==> src/upd_pkg.sv <==
// Shared types, character constants and hex helpers for the percent decoder.
package upd_pkg;

  localparam logic [7:0] CharPercent = 8'h25;
  localparam logic [7:0] CharPlus    = 8'h2B;
  localparam logic [7:0] CharSpace   = 8'h20;

  typedef enum logic [1:0] {
    PH_IDLE = 2'd0,
    PH_PCT  = 2'd1,
    PH_HEX  = 2'd2
  } phase_e;

  // Bytes one input item yields, in emit order; cnt of zero means none.
  typedef struct packed {
    logic [1:0]      cnt;
    logic [2:0][7:0] chars;
    logic            last;
  } cmd_t;

  function automatic logic is_hex(input logic [7:0] c);
    logic [7:0] lc;
    lc = c | 8'h20;
    return (c >= 8'h30 && c <= 8'h39) || (lc >= 8'h61 && lc <= 8'h66);
  endfunction

  // Digits keep their low nibble, letters add nine.
  function automatic logic [3:0] hex_val(input logic [7:0] c);
    if (c[6]) begin
      return c[3:0] + 4'd9;
    end
    return c[3:0];
  endfunction

endpackage

==> src/upd_front.sv <==
// Front end: accepts input items, tracks escape phase, emits byte commands.
module upd_front (
  input  logic          clk_i,
  input  logic          rst_ni,
  input  logic [7:0]    in_char_i,
  input  logic          in_end_i,
  input  logic          in_valid_i,
  output logic          in_ready_o,
  input  logic          full_i,
  output logic          push_o,
  output upd_pkg::cmd_t cmd_o
);

  upd_pkg::phase_e phase_q, phase_d;
  logic [7:0]      first_q, first_d;
  logic            accept;
  logic            hex;
  logic            opens;
  logic            f_emit;
  logic [7:0]      f_byte;

  assign in_ready_o = !full_i;
  assign accept     = in_valid_i && !full_i;
  assign hex        = upd_pkg::is_hex(in_char_i);
  // A '%' that is not the final byte opens an escape instead of emitting.
  assign opens      = (in_char_i == upd_pkg::CharPercent) && !in_end_i;
  assign f_emit     = !opens;
  assign f_byte     = (in_char_i == upd_pkg::CharPlus) ? upd_pkg::CharSpace : in_char_i;

  always_comb begin
    phase_d = phase_q;
    first_d = first_q;
    if (accept) begin
      unique case (phase_q)
        upd_pkg::PH_PCT: begin
          if (hex && !in_end_i) begin
            phase_d = upd_pkg::PH_HEX;
            first_d = in_char_i;
          end else if (!hex && opens) begin
            phase_d = upd_pkg::PH_PCT;
          end else begin
            phase_d = upd_pkg::PH_IDLE;
          end
        end
        upd_pkg::PH_HEX: begin
          phase_d = (!hex && opens) ? upd_pkg::PH_PCT : upd_pkg::PH_IDLE;
        end
        default: begin
          phase_d = opens ? upd_pkg::PH_PCT : upd_pkg::PH_IDLE;
        end
      endcase
    end
  end

  always_comb begin
    cmd_o.last  = in_end_i;
    cmd_o.chars = '0;
    cmd_o.cnt   = 2'd0;
    unique case (phase_q)
      upd_pkg::PH_PCT: begin
        cmd_o.chars[0] = upd_pkg::CharPercent;
        if (hex) begin
          cmd_o.chars[1] = in_char_i;
          cmd_o.cnt      = in_end_i ? 2'd2 : 2'd0;
        end else begin
          cmd_o.chars[1] = f_byte;
          cmd_o.cnt      = f_emit ? 2'd2 : 2'd1;
        end
      end
      upd_pkg::PH_HEX: begin
        if (hex) begin
          cmd_o.chars[0] = {upd_pkg::hex_val(first_q), upd_pkg::hex_val(in_char_i)};
          cmd_o.cnt      = 2'd1;
        end else begin
          cmd_o.chars[0] = upd_pkg::CharPercent;
          cmd_o.chars[1] = first_q;
          cmd_o.chars[2] = f_byte;
          cmd_o.cnt      = f_emit ? 2'd3 : 2'd2;
        end
      end
      default: begin
        cmd_o.chars[0] = f_byte;
        cmd_o.cnt      = f_emit ? 2'd1 : 2'd0;
      end
    endcase
  end

  assign push_o = accept && (cmd_o.cnt != 2'd0);

  always_ff @(posedge clk_i or negedge rst_ni) begin
    if (!rst_ni) begin
      phase_q <= upd_pkg::PH_IDLE;
    end else begin
      phase_q <= phase_d;
    end
  end

  always_ff @(posedge clk_i) begin
    first_q <= first_d;
  end

endmodule

==> src/upd_fifo.sv <==
// Small command queue between the front end and the output stage.
module upd_fifo #(
  parameter int unsigned Depth = 2
) (
  input  logic          clk_i,
  input  logic          rst_ni,
  input  logic          push_i,
  input  upd_pkg::cmd_t cmd_i,
  output logic          full_o,
  input  logic          pop_i,
  output logic          empty_o,
  output upd_pkg::cmd_t head_o
);

  localparam int unsigned PtrW = (Depth > 1) ? $clog2(Depth) : 1;
  localparam int unsigned CntW = $clog2(Depth + 1);
  localparam logic [PtrW-1:0] LastPtr = PtrW'(Depth - 1);

  upd_pkg::cmd_t   mem_q [Depth];
  logic [PtrW-1:0] wr_q, wr_d, rd_q, rd_d;
  logic [CntW-1:0] cnt_q, cnt_d;
  logic            do_push, do_pop;

  assign full_o  = (cnt_q == CntW'(Depth));
  assign empty_o = (cnt_q == '0);
  assign head_o  = mem_q[rd_q];
  assign do_push = push_i && !full_o;
  assign do_pop  = pop_i && !empty_o;

  always_comb begin
    wr_d  = wr_q;
    rd_d  = rd_q;
    cnt_d = cnt_q;
    if (do_push) begin
      wr_d = (wr_q == LastPtr) ? '0 : wr_q + 1'b1;
    end
    if (do_pop) begin
      rd_d = (rd_q == LastPtr) ? '0 : rd_q + 1'b1;
    end
    if (do_push && !do_pop) begin
      cnt_d = cnt_q + 1'b1;
    end else if (do_pop && !do_push) begin
      cnt_d = cnt_q - 1'b1;
    end
  end

  always_ff @(posedge clk_i or negedge rst_ni) begin
    if (!rst_ni) begin
      wr_q  <= '0;
      rd_q  <= '0;
      cnt_q <= '0;
    end else begin
      wr_q  <= wr_d;
      rd_q  <= rd_d;
      cnt_q <= cnt_d;
    end
  end

  always_ff @(posedge clk_i) begin
    if (do_push) begin
      mem_q[wr_q] <= cmd_i;
    end
  end

endmodule

==> src/upd_back.sv <==
// Output stage: walks the head command one byte per cycle into the output register while the receiver takes bytes.
module upd_back (
  input  logic          clk_i,
  input  logic          rst_ni,
  input  logic          empty_i,
  input  upd_pkg::cmd_t head_i,
  output logic          pop_o,
  output logic [7:0]    out_char_o,
  output logic          out_end_o,
  output logic          out_valid_o,
  input  logic          out_ready_i
);

  logic [1:0] sel_q, sel_d;
  logic       valid_q, valid_d;
  logic [7:0] char_q, char_d;
  logic       end_q, end_d;
  logic       load;
  logic       last_byte;

  assign load      = !empty_i && (!valid_q || out_ready_i);
  assign last_byte = (sel_q == head_i.cnt - 2'd1);
  assign pop_o     = load && last_byte;

  always_comb begin
    sel_d   = sel_q;
    valid_d = valid_q;
    char_d  = char_q;
    end_d   = end_q;
    if (load) begin
      valid_d = 1'b1;
      char_d  = head_i.chars[sel_q];
      end_d   = head_i.last && last_byte;
      sel_d   = last_byte ? 2'd0 : sel_q + 2'd1;
    end else if (out_ready_i) begin
      valid_d = 1'b0;
    end
  end

  always_ff @(posedge clk_i or negedge rst_ni) begin
    if (!rst_ni) begin
      sel_q   <= 2'd0;
      valid_q <= 1'b0;
    end else begin
      sel_q   <= sel_d;
      valid_q <= valid_d;
    end
  end

  always_ff @(posedge clk_i) begin
    char_q <= char_d;
    end_q  <= end_d;
  end

  assign out_char_o  = char_q;
  assign out_end_o   = end_q;
  assign out_valid_o = valid_q;

endmodule

==> src/url_percent_decoder.sv <==
// Top level of the streaming URL percent decoder.
// Input channel: one encoded byte per item (in_char_i), in_end_i on the final
// byte of a string. Output channel: decoded bytes, out_end_o on the final
// decoded byte of the string. Both channels use valid/ready.
// '%' with two hex digits becomes one byte, '+' becomes a space, other bytes
// pass through; a broken or truncated escape goes out as literal bytes.
// The front end decodes one item per cycle (while the queue has room) into a
// command of zero to three bytes and writes it to a FifoDepth-entry queue;
// the output stage drains one byte per cycle into a registered output while
// the receiver is ready. The first result of an item passes through the queue
// and then the output register. Throughput: one input item per cycle while
// each yields at most one byte and the receiver is ready; an item that yields
// two or three bytes holds the output stage until all of its bytes are out,
// and the queue fills behind it.
// A stalled receiver holds the output register; input ready drops only when
// the queue is full. Reset clears the escape phase, the queue and the output
// valid; the first item may be offered in the cycle after reset is released.
module url_percent_decoder #(
  parameter int unsigned FifoDepth = 2
) (
  input  logic       clk_i,
  input  logic       rst_ni,
  input  logic [7:0] in_char_i,
  input  logic       in_end_i,
  input  logic       in_valid_i,
  output logic       in_ready_o,
  output logic [7:0] out_char_o,
  output logic       out_end_o,
  output logic       out_valid_o,
  input  logic       out_ready_i
);

  upd_pkg::cmd_t cmd, head;
  logic          push, pop, full, empty;

  upd_front u_front (
    .clk_i      (clk_i),
    .rst_ni     (rst_ni),
    .in_char_i  (in_char_i),
    .in_end_i   (in_end_i),
    .in_valid_i (in_valid_i),
    .in_ready_o (in_ready_o),
    .full_i     (full),
    .push_o     (push),
    .cmd_o      (cmd)
  );

  upd_fifo #(
    .Depth (FifoDepth)
  ) u_fifo (
    .clk_i   (clk_i),
    .rst_ni  (rst_ni),
    .push_i  (push),
    .cmd_i   (cmd),
    .full_o  (full),
    .pop_i   (pop),
    .empty_o (empty),
    .head_o  (head)
  );

  upd_back u_back (
    .clk_i       (clk_i),
    .rst_ni      (rst_ni),
    .empty_i     (empty),
    .head_i      (head),
    .pop_o       (pop),
    .out_char_o  (out_char_o),
    .out_end_o   (out_end_o),
    .out_valid_o (out_valid_o),
    .out_ready_i (out_ready_i)
  );

endmodule

==> config.mk <==
export PLATFORM = sky130hd
export DESIGN_NAME = url_percent_decoder
export DESIGN_NICKNAME = d
export VERILOG_FILES = /design/src/upd_pkg.sv /design/src/upd_front.sv /design/src/upd_fifo.sv /design/src/upd_back.sv /design/src/url_percent_decoder.sv
export SDC_FILE = /design/constraint.sdc
export NUM_CORES = 1
export LEC_CHECK = 0
export BUFFER_PORTS_ARGS = -buffer_cell sky130_fd_sc_hd__buf_2
export CAP_MARGIN = 10
export CORE_ASPECT_RATIO = 0.7
export CORE_MARGIN = 3
export CORE_UTILIZATION = 60
export DETAILED_ROUTE_END_ITERATION = 8
export HOLD_SLACK_MARGIN = 0.03
export PLACE_DENSITY = 0.79
export SETUP_SLACK_MARGIN = 0.15
export SLEW_MARGIN = 40
export SYNTH_ARGS = -nofsm -noshare
export SYNTH_HDL_FRONTEND = slang
export SYNTH_HIERARCHICAL = 1
export SYNTH_SLANG_ARGS = --single-unit
==> constraint.sdc <==
create_clock -name clk_i -period 9.9 [get_ports clk_i]
set_input_delay 0.495 -clock clk_i [delete_from_list [all_inputs] [get_ports clk_i]]
set_output_delay 0.495 -clock clk_i [all_outputs]
set_load 0.05 [all_outputs]
==> results.tsv <==
stage	metric	value	unit
finish	instances_no_fill	378	
placed_design	dp_cells	361	
synth	syn_avg_cell_area	14.5	um2
global_routing	antenna_found_initial	0	
die	die_w	103	um
synth	syn_nets	292	
timing	hold_viol	0	
worst_setup_path	cp.depth	9	
placed_design	place.gp.congestion	0.868	
synth	synth.distinct_cells	56	
synth	ys_seq_area_frac	0.600	
clocking	cts.root.buffer_cell	clkbuf_8	
synth	yosysWarnings	6	
worst_setup_path	crit_path_max_incr_delay	0.54	ns
finish	nFillCells	401	
timing	relSlewSlack	0.506	
worst_setup_path	start_kind	flop	
die	dieHeight	73.7	um
worst_setup_path	crit_path_frequent_cell	nand2_1	
worst_setup_path	path_class	flop to flop	
clocking	cts_sinks	80	
routing	drt_wl_total	7410	um
clocking	clockBufferDepth	2	
worst_setup_path	critical_path.slowest_cell	ha_1	
worst_setup_path	critPathRequiredTime	9.91	ns
placed_design	post-dp-hpwl	5050	um
routing	vias	2284	
timing	layout_min_cycle_time	2.86	ns
clocking	clk_pin_slew	0.09	ns
synth	synth_edf_count	71	
min_path	hold_path_depth	1	
placed_design	post_dp_cell_area	4070	um2
run	cap_violations	0	
worst_setup_path	end_kind	flop	
synth	syn-cell-area	3930	um2
timing	fmax	350	MHz
timing	skew	0.00698	ns
die	dieArea	7570	um2
global_routing	grt_use_total	0.219	
worst_setup_path	reg2reg_depth	9	
finish	drive_gt1_frac	0.271	
placed_design	io_buffers	23	
routing	drc	0	
timing	slew_violations	0	
clocking	htree_levels	3	
routing	first_pass_iters	5	
finish	stdcell_area	4310	um2
routing	avgViaCountPerCell	6.04	
worst_setup_path	crit_buf_inv	2	
power	p_leak	1.61	nW
timing	min_period_over_period	0.288	
clocking	cts_resized	0	
power	peakVddDrop	0.000141	V
clocking	clk_latency	0.34	ns
die	core_area	6010	um2
status	status	complete, no violations	
die	fp-row-count	23	
worst_setup_path	cp_top_family	simple AND/OR/NAND/NOR gates	
synth	synthArstFlopShare	0.113	
synth	synth_ff_type	edfxtp_1	
synth	synth_cells	271	
timing	setup_viol	0	
routing	wl_per_cell	19.6	um
die	ios	24	
clocking	cts_tree	done	
finish	multiInputGateArea	1420	um2
worst_setup_path	path_cells	inv_1, ha_1, nor2b_1, nand2_1, a31o_2, a21oi_1, nand2_1, nor2_2, buf_4	
worst_setup_path	crit_arrival	2.87	ns
global_routing	grt_overflow	0	
routing	ant_nets	0	
timing	rsz0062_at_grt	false	
finish	syn_to_final_growth	9.71	%
worst_setup_path	cp_max_fo	27	
min_path	hold_path_class	primary input to flop	
finish	regArea	2360	um2
power	power.density	276	nW/um2
global_routing	grt_pass1_wl	12000	um
timing	tightestPinTransition	0.741	ns
global_routing	grt_max_degree	29	
die	start_util	0.653	
timing	fin_tns_setup	0	ns
global_routing	grt_pass1_vias	2168	
routing	first_iter_violations	187	
synth	synth_seq_cells	80	
clocking	numCtsBuffers	9	
finish	fin_nets	319	
finish	diodes	0	
## state kept, by name, summed over array words and instances, names as in the netlist
register / flops
u_fifo/mem_q: 54
u_front/first_q: 8
u_back/out_char_o: 8
u_back/sel_q: 2
u_back/out_valid_o: 1
u_fifo/rd_q: 1
u_front/phase_q: 2
u_fifo/cnt_q: 2
u_fifo/wr_q: 1
u_back/out_end_o: 1
## what timing repair did
action / 4_1_cts / 5_1_grt
buffers inserted: 0 / 0
endpoints found under the hold margin: 9 / 0
hold buffers: 1 / 0
## report_power, final
group | internal (mW) | switching (mW)
Clock | 0.148 | 0.127
Sequential | 0.472 | 0.0434
Combinational | 0.158 | 0.243
## stage by stage
stage	util	hold slack [ns]	setup slack [ns]	total power, mW
finish	0.717	0.409	7.04	1.19
global route	0.717	0.401	6.86	1.26
CTS	0.717	0.395	7.05	1.20
detailed placement	0.677	0.363	7.08	0.925
global placement	0.677	0.358	7.15	0.913
floorplan	-	0.199	6.61	0.856
## final timing paths
| check | to | startpoint | slack (ns) |
|---|---|---|---|
| worst min-delay path | u_front/first_q[5]$_DFFE_PP_ | in_char_i[5] | 0.41 |
| worst max register to register | u_fifo/mem_q[0][3]$_DFFE_PP_ | u_front/phase_q[0]$_DFFE_PN0P_ | 7.04 |
| max in group asynchronous | u_back/sel_q[0]$_DFFE_PN0P_ | rst_ni | 9.16 |
| worst max-delay path | u_fifo/mem_q[0][3]$_DFFE_PP_ | u_front/phase_q[0]$_DFFE_PN0P_ | 7.04 |
| worst min register to register | u_front/phase_q[0]$_DFFE_PN0P_ | u_front/phase_q[0]$_DFFE_PN0P_ | 0.53 |
| min in group asynchronous | u_back/out_valid_o$_DFFE_PN0P_ | rst_ni | 0.55 |
## per-layer routing
layer | routed length (um) | GRT usage | vias to the layer above | share of wire
met3 | 501 | 0.0607 | 3 | 0.068
met1 | 3560 | 0.342 | 1101 | 0.48
li1 | - | - | 1085 | -
met4 | 9 | 0.0302 | 0 | 0.0012
met5 | 0 | 0 | - | 0
met2 | 3330 | 0.315 | 95 | 0.45
## placed cells by master (no fill, tap or decap), types with 4 or more instances in the layout
master and n:
xnor2_1 6, clkbuf_8 9, a22o_1 5, nor2_1 7, buf_4 4, xor2_1 4
mux2i_1 9, ha_1 8, mux2_2 8, o21ai_0 6, inv_1 13, buf_2 23
nand2b_1 5, nand2_1 19, a21oi_1 7, a32o_1 6, o21ai_1 8, mux2_4 19
dfrtp_1 9, and2_1 4, edfxtp_1 71
## cells by family after synthesis
| logic type | after synthesis | share of synthesized area |
|---|---|---|
| adders and majority gates | 8 | 0.0255 |
| DFF | 80 | 0.600 |
| xor gates and xnor gates | 10 | 0.0223 |
| muxes | 36 | 0.118 |
| and+or+nand+nor | 55 | 0.0783 |
| buffers and inverters | 25 | 0.0385 |
| AOI/OAI and AO/OA | 57 | 0.117 |
## layout make-up
class                   instances  share of cell area
flip-flops and latches         80               0.547
clock inverters                 7              0.0252
repair buffers                 28              0.0360
well taps                      75              0.0218
multi-input cells             166               0.330
clock buffers                   9              0.0287
inverters                      13              0.0113
## synthesized netlist by cell type, types with 3 or more instances
| library cell | instances | area, um2 |
|---|---|---|
| edfxtp_1 | 71 | 2130 |
| mux2_4 | 19 | 285 |
| nand2_1 | 19 | 71.3 |
| inv_1 | 13 | 48.8 |
| dfrtp_1 | 9 | 225 |
| mux2i_1 | 9 | 90.1 |
| ha_1 | 8 | 100 |
| mux2_2 | 8 | 90.1 |
| nor2_1 | 8 | 30.0 |
| o21ai_1 | 8 | 40.0 |
| a21oi_1 | 7 | 35.0 |
| a32o_1 | 6 | 60.1 |
| o21ai_0 | 6 | 30.0 |
| xnor2_1 | 6 | 52.6 |
| a22o_1 | 5 | 43.8 |
| nand2b_1 | 5 | 31.3 |
| and2_1 | 4 | 25.0 |
| clkbuf_1 | 4 | 15.0 |
| xor2_1 | 4 | 35.0 |
| and3_1 | 3 | 18.8 |
| nand4b_1 | 3 | 26.3 |
| nor2b_1 | 3 | 18.8 |
| o31ai_1 | 3 | 22.5 |
Note: power is estimated with default switching activity, not from simulation.
